[config.mk]
export PLATFORM = sky130hd
export DESIGN_NAME = meter_pulse_accumulator
export DESIGN_NICKNAME = d
export VERILOG_FILES = /design/src/design/mpa_pkg.sv /design/src/design/meter_pulse_accumulator.sv /design/src/design/mpa_arith.sv /design/src/design/mpa_chan_mem.sv
export SDC_FILE = /design/constraint.sdc
export NUM_CORES = 2
export LEC_CHECK = 0
export BUFFER_PORTS_ARGS = -buffer_cell sky130_fd_sc_hd__buf_2
export CELL_PAD_IN_SITES_DETAIL_PLACEMENT = 1
export CELL_PAD_IN_SITES_GLOBAL_PLACEMENT = 1
export CORE_ASPECT_RATIO = 0.8
export CORE_MARGIN = 2
export CORE_UTILIZATION = 52
export DETAILED_ROUTE_END_ITERATION = 8
export PLACE_DENSITY = 0.74
export SLEW_MARGIN = 20
export SYNTH_ARGS = -nofsm -noshare
export SYNTH_HDL_FRONTEND = slang
export SYNTH_SLANG_ARGS = --single-unit
export TNS_END_PERCENT = 10
[constraint.sdc]
create_clock -name clk -period 10.4 [get_ports clk]
set_clock_uncertainty 0.2 [all_clocks]
set_input_delay 1.56 -clock clk [delete_from_list [all_inputs] [get_ports clk]]
set_output_delay 1.56 -clock clk [all_outputs]
set_load 0.01 [all_outputs]
[src/design/mpa_pkg.sv]
// shared types and constants of the meter pulse accumulator
// used by mpa_arith, mpa_chan_mem and meter_pulse_accumulator; no dependencies
package mpa_pkg;

  // per-counter record kept in the channel memory
  typedef struct packed {
    logic [31:0] last_raw;
    logic [15:0] residue;
    logic [31:0] total;
    logic [31:0] period;
  } chan_rec_t;

  // operations of the shared arithmetic unit
  typedef logic [1:0] op_t;
  localparam op_t OP_ADD   = 2'd0;
  localparam op_t OP_SUB   = 2'd1;
  localparam op_t OP_MUL10 = 2'd2;

  localparam int ACC_W     = 33;   // residue plus difference, full width
  localparam int IN_W      = 64;   // 59 payload bits rounded up to bytes
  localparam int OUT_W     = 72;   // 70 payload bits rounded up to bytes
  localparam int DIV_STEPS = 33;   // one quotient bit per step
  localparam int STEP_W    = 6;

  localparam logic [3:0] FAIL_LIMIT = 4'd10;

endpackage

[src/design/meter_pulse_accumulator.sv]
// meter pulse accumulator top level: sequencer, per-module error state, result word
// depends on mpa_pkg, mpa_arith and mpa_chan_mem
//
// One input word on s_* is one polled reading of one counter; one output word
// on m_* is returned for each reading, holding the addressed counter's total and
// period consumption after the update plus the module's error state.
// The block takes one word at a time: s_tready is high only while it is idle.
// m_tvalid rises in S_OUT, reached from S_LOAD when no counter is updated, via
// S_CMP and S_WRITE for a re-base, via S_CMP, S_SCALE and S_WRITE (S_ACC and
// S_DIV before S_SCALE for a divisor above 1) when the increment is zero, and on
// that path with one S_SCALE multiply per exponent unit, S_ADDT and S_ADDP for a
// counting update. The shared 33-bit arithmetic unit does one quotient bit per
// cycle in the restoring division, then one multiply-by-ten per cycle for the
// decimal scale. A new word can be taken the cycle after the result is accepted.
// A result is held on m_tdata until m_tready; no new word is taken meanwhile,
// so a stalled receiver stalls the sender after one word.
// Reset clears all counter records (through per-entry valid bits, no sweep),
// the error counts and flags, and returns the sequencer to idle at once.
module meter_pulse_accumulator #(
  parameter int MODULES             = 4,
  parameter int COUNTERS_PER_MODULE = 6
) (
  input  logic                        clk,
  input  logic                        rst,
  input  logic                        s_tvalid,
  output logic                        s_tready,
  // module_index[1:0], counter_index[4:2], transfer_ok[5], has_counter_job[6],
  // raw_count[38:7], divisor[54:39], exponent[58:55], zero fill
  input  logic [mpa_pkg::IN_W-1:0]    s_tdata,
  output logic                        m_tvalid,
  input  logic                        m_tready,
  // total_count[31:0], period_count[63:32], counted[64], comm_error[65],
  // error_count[69:66], zero fill
  output logic [mpa_pkg::OUT_W-1:0]   m_tdata
);

  localparam int CHANNELS = MODULES * COUNTERS_PER_MODULE;
  localparam int CH_W     = (CHANNELS > 1) ? $clog2(CHANNELS) : 1;
  localparam int MOD_W    = (MODULES > 1) ? $clog2(MODULES) : 1;

  localparam logic [3:0] S_IDLE  = 4'd0;
  localparam logic [3:0] S_LOAD  = 4'd1;
  localparam logic [3:0] S_CMP   = 4'd2;
  localparam logic [3:0] S_ACC   = 4'd3;
  localparam logic [3:0] S_DIV   = 4'd4;
  localparam logic [3:0] S_SCALE = 4'd5;
  localparam logic [3:0] S_ADDT  = 4'd6;
  localparam logic [3:0] S_ADDP  = 4'd7;
  localparam logic [3:0] S_WRITE = 4'd8;
  localparam logic [3:0] S_OUT   = 4'd9;

  // input word fields
  logic [1:0]  in_mod;
  logic [2:0]  in_cnt;
  logic        in_ok;
  logic        in_job;
  logic [31:0] in_raw;
  logic [15:0] in_div;
  logic [3:0]  in_exp;
  logic        in_mod_ok;
  logic        in_cnt_ok;
  logic [MOD_W-1:0] in_mod_idx;
  logic [CH_W-1:0]  in_ch;
  logic        accept;

  logic [3:0]  state;
  logic        mod_ok;
  logic        cnt_ok;
  logic        do_upd;
  logic [MOD_W-1:0] mod_idx;
  logic [CH_W-1:0]  ch;
  logic [31:0] raw;
  logic [15:0] div;
  logic [3:0]  expo;
  logic [31:0] last;
  logic [15:0] res;
  logic [31:0] tot;
  logic [31:0] per;
  logic [31:0] inc;
  logic [mpa_pkg::ACC_W-1:0]  dvd;
  logic [15:0] rem;
  logic [mpa_pkg::STEP_W-1:0] step;
  logic [3:0]  e_cnt;
  logic        counted;

  logic [3:0]  fail_count [MODULES];
  logic        fail_flag  [MODULES];

  // shared unit hookup
  mpa_pkg::op_t               op;
  logic [mpa_pkg::ACC_W-1:0]  op_a;
  logic [mpa_pkg::ACC_W-1:0]  op_b;
  logic [mpa_pkg::ACC_W-1:0]  op_y;
  logic                       op_borrow;

  logic [16:0] r_shift;
  logic        qbit;
  logic [mpa_pkg::ACC_W-1:0] dvd_next;

  mpa_pkg::chan_rec_t rd_data;
  mpa_pkg::chan_rec_t wr_data;
  logic               wr_en;

  assign in_mod = s_tdata[1:0];
  assign in_cnt = s_tdata[4:2];
  assign in_ok  = s_tdata[5];
  assign in_job = s_tdata[6];
  assign in_raw = s_tdata[38:7];
  assign in_div = s_tdata[54:39];
  assign in_exp = s_tdata[58:55];

  assign in_mod_ok  = int'(in_mod) < MODULES;
  assign in_cnt_ok  = int'(in_cnt) < COUNTERS_PER_MODULE;
  assign in_mod_idx = MOD_W'(in_mod);
  assign in_ch      = CH_W'(int'(in_mod) * COUNTERS_PER_MODULE + int'(in_cnt));

  assign s_tready = (state == S_IDLE);
  assign accept   = s_tvalid && s_tready;

  mpa_chan_mem #(
    .DEPTH  (CHANNELS),
    .ADDR_W (CH_W)
  ) u_mem (
    .clk     (clk),
    .rst     (rst),
    .rd_en   (accept && in_mod_ok && in_cnt_ok),
    .rd_addr (in_ch),
    .rd_data (rd_data),
    .wr_en   (wr_en),
    .wr_addr (ch),
    .wr_data (wr_data)
  );

  assign wr_en   = (state == S_WRITE);
  assign wr_data = '{last_raw: last, residue: res, total: tot, period: per};

  mpa_arith u_arith (
    .op     (op),
    .a      (op_a),
    .b      (op_b),
    .y      (op_y),
    .borrow (op_borrow)
  );

  // restoring division step: shift in the next dividend bit, try the subtract
  assign r_shift  = {rem, dvd[mpa_pkg::ACC_W-1]};
  assign qbit     = !op_borrow;
  assign dvd_next = {dvd[mpa_pkg::ACC_W-2:0], qbit};

  always_comb begin
    op   = mpa_pkg::OP_ADD;
    op_a = '0;
    op_b = '0;
    unique case (state)
      S_CMP: begin
        op   = mpa_pkg::OP_SUB;
        op_a = {1'b0, raw};
        op_b = {1'b0, last};
      end
      S_ACC: begin
        op_a = {17'd0, res};
        op_b = {1'b0, inc};
      end
      S_DIV: begin
        op   = mpa_pkg::OP_SUB;
        op_a = {16'd0, r_shift};
        op_b = {17'd0, div};
      end
      S_SCALE: begin
        op   = mpa_pkg::OP_MUL10;
        op_a = {1'b0, inc};
      end
      S_ADDT: begin
        op_a = {1'b0, tot};
        op_b = {1'b0, inc};
      end
      S_ADDP: begin
        op_a = {1'b0, per};
        op_b = {1'b0, inc};
      end
      default: begin
        op   = mpa_pkg::OP_ADD;
      end
    endcase
  end

  // sequencer
  always_ff @(posedge clk) begin
    if (rst) begin
      state <= S_IDLE;
    end else begin
      unique case (state)
        S_IDLE: begin
          if (accept) begin
            state <= S_LOAD;
          end
        end
        S_LOAD: begin
          state <= do_upd ? S_CMP : S_OUT;
        end
        S_CMP: begin
          if (last == 32'd0 || op_borrow) begin
            state <= S_WRITE;
          end else if (div > 16'd1) begin
            state <= S_ACC;
          end else begin
            state <= S_SCALE;
          end
        end
        S_ACC: begin
          state <= S_DIV;
        end
        S_DIV: begin
          if (step == mpa_pkg::STEP_W'(1)) begin
            state <= S_SCALE;
          end
        end
        S_SCALE: begin
          if (!counted) begin
            state <= S_WRITE;
          end else if (e_cnt == 4'd0) begin
            state <= S_ADDT;
          end
        end
        S_ADDT: begin
          state <= S_ADDP;
        end
        S_ADDP: begin
          state <= S_WRITE;
        end
        S_WRITE: begin
          state <= S_OUT;
        end
        S_OUT: begin
          if (m_tready) begin
            state <= S_IDLE;
          end
        end
        default: begin
          state <= S_IDLE;
        end
      endcase
    end
  end

  // working registers
  always_ff @(posedge clk) begin
    unique case (state)
      S_IDLE: begin
        if (accept) begin
          mod_ok  <= in_mod_ok;
          cnt_ok  <= in_cnt_ok;
          do_upd  <= in_mod_ok && in_cnt_ok && in_ok && in_job;
          mod_idx <= in_mod_idx;
          ch      <= in_ch;
          raw     <= in_raw;
          div     <= in_div;
          expo    <= in_exp;
          counted <= 1'b0;
        end
      end
      S_LOAD: begin
        last <= rd_data.last_raw;
        res  <= rd_data.residue;
        tot  <= rd_data.total;
        per  <= rd_data.period;
      end
      S_CMP: begin
        last  <= raw;
        inc   <= op_y[31:0];
        e_cnt <= expo;
        // without prescaler the difference is the increment; a re-base counts nothing
        counted <= (last != 32'd0) && !op_borrow && (op_y[31:0] != 32'd0);
      end
      S_ACC: begin
        dvd  <= op_y;
        rem  <= 16'd0;
        step <= mpa_pkg::STEP_W'(mpa_pkg::DIV_STEPS);
      end
      S_DIV: begin
        dvd  <= dvd_next;
        rem  <= qbit ? op_y[15:0] : r_shift[15:0];
        step <= step - mpa_pkg::STEP_W'(1);
        if (step == mpa_pkg::STEP_W'(1)) begin
          res     <= qbit ? op_y[15:0] : r_shift[15:0];
          inc     <= dvd_next[31:0];
          counted <= (dvd_next != '0);
        end
      end
      S_SCALE: begin
        if (e_cnt != 4'd0) begin
          inc   <= op_y[31:0];
          e_cnt <= e_cnt - 4'd1;
        end
      end
      S_ADDT: begin
        tot <= op_y[31:0];
      end
      S_ADDP: begin
        per <= op_y[31:0];
      end
      default: begin
      end
    endcase
  end

  // per-module transfer error tracking, updated as the word is taken
  always_ff @(posedge clk) begin
    if (rst) begin
      for (int m = 0; m < MODULES; m++) begin
        fail_count[m] <= 4'd0;
        fail_flag[m]  <= 1'b0;
      end
    end else if (accept && in_mod_ok) begin
      if (in_ok) begin
        fail_count[in_mod_idx] <= 4'd0;
        fail_flag[in_mod_idx]  <= 1'b0;
      end else if (fail_count[in_mod_idx] > mpa_pkg::FAIL_LIMIT) begin
        fail_flag[in_mod_idx] <= 1'b1;
      end else begin
        fail_count[in_mod_idx] <= fail_count[in_mod_idx] + 4'd1;
      end
    end
  end

  assign m_tvalid = (state == S_OUT);
  assign m_tdata  = {2'b00,
                     mod_ok ? fail_count[mod_idx] : 4'd0,
                     mod_ok && fail_flag[mod_idx],
                     mod_ok && cnt_ok && counted,
                     (mod_ok && cnt_ok) ? per : 32'd0,
                     (mod_ok && cnt_ok) ? tot : 32'd0};

  // never take a new word while a result is pending
  a_no_overlap: assert property (@(posedge clk) disable iff (rst)
    !(s_tready && m_tvalid))
    else $error("input taken while a result is pending");

  a_busy_after_accept: assert property (@(posedge clk) disable iff (rst)
    s_tvalid && s_tready |=> !s_tready && !m_tvalid)
    else $error("sequencer did not leave idle after a word");

  a_err_range: assert property (@(posedge clk) disable iff (rst)
    m_tvalid |-> m_tdata[69:66] <= 4'd11)
    else $error("error count beyond saturation");

  a_flag_saturated: assert property (@(posedge clk) disable iff (rst)
    m_tvalid && m_tdata[65] |-> m_tdata[69:66] == 4'd11)
    else $error("error flag set before the count saturated");

endmodule

[src/design/mpa_arith.sv]
// shared 33-bit arithmetic unit: add, subtract with borrow, multiply by ten
// depends on mpa_pkg for the operation codes
module mpa_arith (
  input  mpa_pkg::op_t                 op,
  input  logic [mpa_pkg::ACC_W-1:0]    a,
  input  logic [mpa_pkg::ACC_W-1:0]    b,
  output logic [mpa_pkg::ACC_W-1:0]    y,
  output logic                         borrow
);

  logic [mpa_pkg::ACC_W-1:0] opa;
  logic [mpa_pkg::ACC_W-1:0] opb;
  logic                      cin;
  logic [mpa_pkg::ACC_W:0]   sum;

  always_comb begin
    opa = a;
    opb = b;
    cin = 1'b0;
    unique case (op)
      mpa_pkg::OP_ADD: begin
        opa = a;
        opb = b;
      end
      mpa_pkg::OP_SUB: begin
        opa = a;
        opb = ~b;
        cin = 1'b1;
      end
      mpa_pkg::OP_MUL10: begin
        // x*10 = x*8 + x*2
        opa = {a[mpa_pkg::ACC_W-4:0], 3'b000};
        opb = {a[mpa_pkg::ACC_W-2:0], 1'b0};
      end
      default: begin
        opa = a;
        opb = b;
      end
    endcase
  end

  assign sum    = {1'b0, opa} + {1'b0, opb} + {{mpa_pkg::ACC_W{1'b0}}, cin};
  assign y      = sum[mpa_pkg::ACC_W-1:0];
  assign borrow = (op == mpa_pkg::OP_SUB) && !sum[mpa_pkg::ACC_W];

endmodule

[src/design/mpa_chan_mem.sv]
// per-counter record memory, one read and one write port, registered read
// entries never written read as zero through a valid bit each; uses mpa_pkg
module mpa_chan_mem #(
  parameter int DEPTH  = 24,
  parameter int ADDR_W = 5
) (
  input  logic                clk,
  input  logic                rst,
  input  logic                rd_en,
  input  logic [ADDR_W-1:0]   rd_addr,
  output mpa_pkg::chan_rec_t  rd_data,
  input  logic                wr_en,
  input  logic [ADDR_W-1:0]   wr_addr,
  input  mpa_pkg::chan_rec_t  wr_data
);

  mpa_pkg::chan_rec_t mem [DEPTH];
  logic [DEPTH-1:0]   valid;
  mpa_pkg::chan_rec_t rd_raw;
  logic               rd_valid;

  always_ff @(posedge clk) begin
    if (wr_en) begin
      mem[wr_addr] <= wr_data;
    end
    if (rd_en) begin
      rd_raw <= mem[rd_addr];
    end
  end

  always_ff @(posedge clk) begin
    if (rst) begin
      valid    <= '0;
      rd_valid <= 1'b0;
    end else begin
      if (wr_en) begin
        valid[wr_addr] <= 1'b1;
      end
      if (rd_en) begin
        rd_valid <= valid[rd_addr];
      end
    end
  end

  assign rd_data = rd_valid ? rd_raw : '0;

endmodule
* Word-level counts from Yosys, hierarchy flattened *
Memory sizes are Yosys's and may differ from the RTL's. A register that Yosys moved wholly into a read port is not among the register bits.
Index checks and enable logic that the tools add are counted.

word-level totals
  memory bits (writable) = 2708
  logic and storage cells = 161
  memories kept = 3
  flip-flop bits (word level) = 294
  output and inout port bits = 74

operators by class
  bitwise gates (word level) = 4
  reduce and logical (&&, ||, !) cells = 37
  add/sub/neg operators = 6
  equal/unequal tests = 17
  multiplexer cells = 67
  $mul = 1
  $lt $le $gt $ge = 6

memory list
  memory      words  width  read ports  clocked after Yosys merged registers in  write ports  RTL line                       text
  u_mem.mem   24     112    1           1                                        1            mpa_chan_mem.sv:17             mpa_pkg::chan_rec_t mem [DEPTH];
  fail_count  4      4      2           1                                        4            meter_pulse_accumulator.sv:86  logic [3:0] fail_count [MODULES];
  fail_flag   4      1      1           1                                        4            meter_pulse_accumulator.sv:87  logic fail_flag [MODULES];

operator list
  operator             count
  $pmux 32 s2          3
  $pmux 32 s3          2
  $pmux 32 s6          1
  $pmux 33 s2          2
  $mux 32              4
  $mux 112             1
  $pmux 16 s2          2
  $reduce_bool 32->1   2
  $mux 4               10
  $pmux 4 s10          1
  $add 33x33->34       1
  $add 34x1->34        1
  $mux 33              1
  $not 32->33          1
  $reduce_bool 33->1   1
  $logic_not 32->1     1
  $mux 16              2
  $mux 1               27
  $or 24x24->24        1
  $eq 4x3->1 const B   4
  $gt 16x1->1 const B  1
  $lt 5x6->1 const B   2
  $pmux 6 s2           1
  $reduce_bool 2->1    6
  38 further kinds     60

* Depth between registers and ports, before layout *
  depth in word-level cells = 13
  gate-level depth with buffers = 27
  mapped depth without buffers = 20

* Cells and area by module *
Synthesis repeated with hierarchy kept, for this count alone.

second synthesis, totals
  cell total of the unflattened synthesis = 7040
  area total of the unflattened synthesis = 125509.1 µm²

by module, submodules not included
  module                   cells an instance  seq. area each (µm²)  area each (µm²)  instances
  mpa_chan_mem             5496               84581.1               108635.4         1
  meter_pulse_accumulator  1134               8678.3                13933.4          1
  mpa_arith                410                0.0                   2940.3           1

* Worst setup path before layout *
OpenSTA, ideal clock, no wires.

  path type = input to register
  start = in s_tvalid
  end = reg u_mem.rd_valid
  data required time = 9.770 ns
  data arrival time = 7.510 ns
  library setup time = 0.430 ns
  path slack = 2.260 ns
  stages = 3
  cells stage by stage = nand2_1 a21oi_1 a311oi_1

on the way
  word-level cells in the longest chain between the ends = 2

RTL lines
  what                  RTL line                        text
  start, declared       meter_pulse_accumulator.sv:25   input logic s_tvalid,
  $logic_and 1x1->1     meter_pulse_accumulator.sv:118  assign accept = s_tvalid && s_tready;
  $logic_and 1x1->1     meter_pulse_accumulator.sv:126  .rd_en (accept && in_mod_ok && in_cnt_ok),
  net u_mem.rd_en       mpa_chan_mem.sv:9               input logic rd_en,
  end signal, assigned  mpa_chan_mem.sv:40              rd_valid <= valid[rd_addr];
  end, declared         mpa_chan_mem.sv:20              logic rd_valid;

The timed path passes the listed nets, and every way through them passes these cells.
A chain may end at the register's enable or synchronous reset.

* Worst setup path in the final report *
  start = reg state[2]
  end = reg counted, data pin

on the way
  word-level cells in the longest chain between the ends = 13

RTL lines
  what                                                                 RTL line                                                        text
  start, declared                                                      meter_pulse_accumulator.sv:66                                   logic [3:0] state;
  start signal, assigned                                               meter_pulse_accumulator.sv:199                                  state <= do_upd ? S_CMP : S_OUT;
  $eq 4x3->1, or another cell as far along                             meter_pulse_accumulator.sv:154, meter_pulse_accumulator.sv:248
  $reduce_or 2->1 (no line) / $reduce_or 3->1 (equally long branches)  -
  $pmux 2 s2 / $pmux 32 s3 (equally long branches)                     meter_pulse_accumulator.sv:154                                  unique case (state)
  $eq 2x2->1, or another cell as far along                             mpa_arith.sv:20                                                 unique case (op)
  $pmux 33 s2 / $mux 33 (equally long branches)                        mpa_arith.sv:20
  $add 33x33->34                                                       mpa_arith.sv:42                                                 assign sum = {1'b0, opa} + {1'b0, opb} + {{mpa_pkg::ACC_W{1'b0}}, cin};
  $add 34x1->34                                                        mpa_arith.sv:42
  $logic_not 1->1                                                      mpa_arith.sv:44                                                 assign borrow = (op == mpa_pkg::OP_SUB) && !sum[mpa_pkg::ACC_W];
  $logic_and 1x1->1                                                    mpa_arith.sv:44
  $logic_not 1->1                                                      meter_pulse_accumulator.sv:147, meter_pulse_accumulator.sv:273
  $reduce_bool 33->1 / $logic_and 1x1->1 (equally long branches)       meter_pulse_accumulator.sv:287, meter_pulse_accumulator.sv:273
  $mux 1 / $logic_and 1x1->1 (equally long branches)                   meter_pulse_accumulator.sv:284, meter_pulse_accumulator.sv:273
  $pmux 1 s3 (*)                                                       meter_pulse_accumulator.sv:248                                  unique case (state)
  end signal, assigned                                                 meter_pulse_accumulator.sv:273                                  counted <= (last != 32'd0) && !op_borrow && (op_y[31:0] != 32'd0);
  end signal, assigned                                                 meter_pulse_accumulator.sv:287                                  counted <= (dvd_next != '0);
  end, declared                                                        meter_pulse_accumulator.sv:84                                   logic counted;

Mark *: on every way between the ends. The rest lies on a longest branch, timed or not. The select of a mux whose other input is x is not followed.

==> results.ini <==
[clocking]
htreeDepth = 5
cts_inserted_buffers = 306
cts_tree = yes
clockBufferDepth = 4
clk_pin_slew_worst_paths_ns = 0.07
cts-root-buf = clkbuf_16
cts_num_sinks = 3116
clkLatencyLatePin_ns = 0.89
postCtsSetupBuffers = 0
cts.repair.resized = 0
hold_buffers = 0

[detailed_routing]
ant_nets = 0
drt-met1-wl_um = 138000
num_vias = 64331
drt-total-wl_um = 346600
met2_length_um = 161500
via_per_inst = 6.701
route.detailed.drc = 0
route.met3.wl_um = 35830
drtPass1Iterations = 5
detail_route.wl_per_cell_um = 36.10
top_layer = met5
drt-initial-drc-count = 9240

[critical_path]
critPathKind = flip-flop to flip-flop
path_max_fanout = 41
reg2reg_setup_slack_ns = 2.88
cp-end-kind = flip-flop
r2r_cells = 17
cp-startpoint = state[2]
r2r-start = state[2]
worst_r2r_endpoint = counted
worstSetupStartpointType = flip-flop
cp_data_arrival_time_ns = 7.93
cp.required_ns = 10.81

[global_routing]
antenna_found_initial = 18
grt_start_max_net_pins = 135
grt_pass1_wl_um = 495100
overflow = 0
track_usage_pct = 29.04
grt_pass1_vias = 66179

[logic_synthesis]
ys_seq_area_share_pct = 76.22
synth_area_per_cell_sq_um = 20.62
netlist_instances = 5933
synth_area_sq_um = 122400
async_flop_share_pct = 0
ys.flop_type = edfxtp_1
ys_types = 93
yosys_warnings = 0
synth_edf_count = 3085
synth_seq_cells = 3116

[floorplanning]
num_rows = 159
pin_count = 142
die-width_um = 546.3
initial_core_util_pct = 52.21
dieArea_sq_um = 239200
die_y_um = 437.9
core_sq_um = 234400

[timing]
tightestPinTransition_ns = 1.291
fin_crit_sh_pct = 72.29
slew_headroom_pct = 13.24
finalMaxSlewViolations = 0
fin_tns_setup_ns = 0
fmax_mhz = 133.0
min_period_ns = 7.518
rsz0062_at_grt = no
finalHoldViolCount = 0
finalSetupViolCount = 0

[cells_and_area]
layout-drive-gt1-share_pct = 25.63
final_cell_mix = 3085 x edfxtp_1, 800 x mux4_2, 338 x nand2_1
area_growth_pct = 12.14
fin_nets = 6340
final_common_cell = edfxtp_1

[placement]
port_buffers = 134
place_congestion = 0.9105
dp_hpwl_um = 192500

[hold_path]
holdCritStartpoint = mod_idx[0]
hold_path_class = flip-flop to flip-flop
hold_depth = 2

[outcome]
status = finished, final reports clean

[power]
vdd_ir_drop_max_mv = 0.1684
power_mw = 29.08
p_per_area_nw_per_um2 = 211.9
p_leak_nw = 43.96

[flow_run]
drv_cap = 0

## critical path: stages, from the launching register on
cell and delay, ns:
dfxtp_1 0.78, nand2b_1 0.40, nor2_4 0.58, buf_4 0.39
ha_2 0.79, buf_4 0.49, mux2_2 0.39, ha_1 0.43
a21oi_1 0.33, o21bai_4 0.09, o32ai_1 0.24, a31oi_1 0.09
xnor2_1 0.87, and2_1 0.24, nand4_1 0.20, nor4b_1 0.41
nand4_1 0.13, o2bb2ai_1 0.17
## layout make-up
cell class	count	area [sq um]
inverters	42	163.9
flip-flops and latches	3116	93260
repair buffers	328	2441
fillers	19883	97140
multi-input cells	2431	27890
diodes	1	2.502
clock buffers	378	8095
clock inverters	165	1423
well taps	3139	3928
## flip-flops by register name, summed over array words and instances, names as in the netlist, 16 cells and up, named ones only
signal / count
u_mem.mem: 2688
u_mem.rd_raw: 112
dvd: 33
inc: 32
last: 32
per: 32
raw: 32
tot: 32
u_mem.valid: 24
div: 16
fail_count: 16
rem: 16
res: 16
## metrics by stage
| stage | instance area [sq um] | util [%] | hold WS (ns) | worst slack [ns] | instances |
|---|---|---|---|---|---|
| finish | 137200 | 58.55 | 0.2534 | 2.882 | 9600 |
| global route | 137200 | 58.55 | 0.2828 | 2.724 | 9599 |
| CTS | 137100 | 58.51 | 0.2558 | 3.060 | 9594 |
| detailed placement | 127600 | 54.45 | 0.2406 | 3.104 | 9051 |
| global placement | 127600 | 54.44 | 0.2320 | 3.207 | 9050 |
| floorplan | 122400 | - | 0.2178 | 2.260 | 5934 |
## power breakdown
part	total, mW	leakage [nW]	internal, mW	switching [mW]
logic	2.91	11.0	0.962	1.94
registers	15.4	28.3	14.8	0.596
clock network	10.8	4.65	6.01	4.79
total	29.1	44.0	21.8	7.33
## routing by layer
metal | vias to the layer above | track usage, %
met5 | - | 0
met4 | 12 | 9.114
met3 | 615 | 6.064
met2 | 3838 | 44.34
met1 | 34665 | 42.57
li1 | 25201 | -
## synthesized netlist by cell type (all sizes together), types with 22 or more instances
cell / count / area share [%]
a21o: 30 / 0.18
a21oi: 94 / 0.42
a221oi: 30 / 0.21
a22o: 48 / 0.34
a22oi: 96 / 0.60
a31oi: 133 / 0.69
and2: 75 / 0.39
buf: 100 / 0.39
clkbuf: 245 / 0.75
dfxtp: 31 / 0.51
edfxtp: 3085 / 76
ha: 44 / 0.45
inv: 40 / 0.12
mux4: 800 / 15
nand2: 339 / 1.0
nand3: 96 / 0.40
nor2: 271 / 0.84
nor3: 30 / 0.12
nor4: 22 / 0.11
o21ai: 114 / 0.48
## cell families after synthesis
logic type | Yosys count | share of synthesized area [%]
xor+xnor | 31 | 0.2219
compound gates | 601 | 3.385
mux | 834 | 15.02
flops | 3116 | 76.22
other cells | 1 | 0.003065
fa+ha+maj | 47 | 0.4990
simple gates | 916 | 3.375
buf+inv | 387 | 1.275
## worst max-delay path by stage
stage / endpoint / slack (ns) / cells after the start
detailed placement: counted / 3.10 / 17
floorplan: u_mem.rd_valid / 2.26 / 3
global placement: counted / 3.21 / 17
finish: counted / 2.88 / 17
global route: counted / 2.72 / 18
CTS: counted / 3.06 / 17
(Power assumes the default switching activity.)
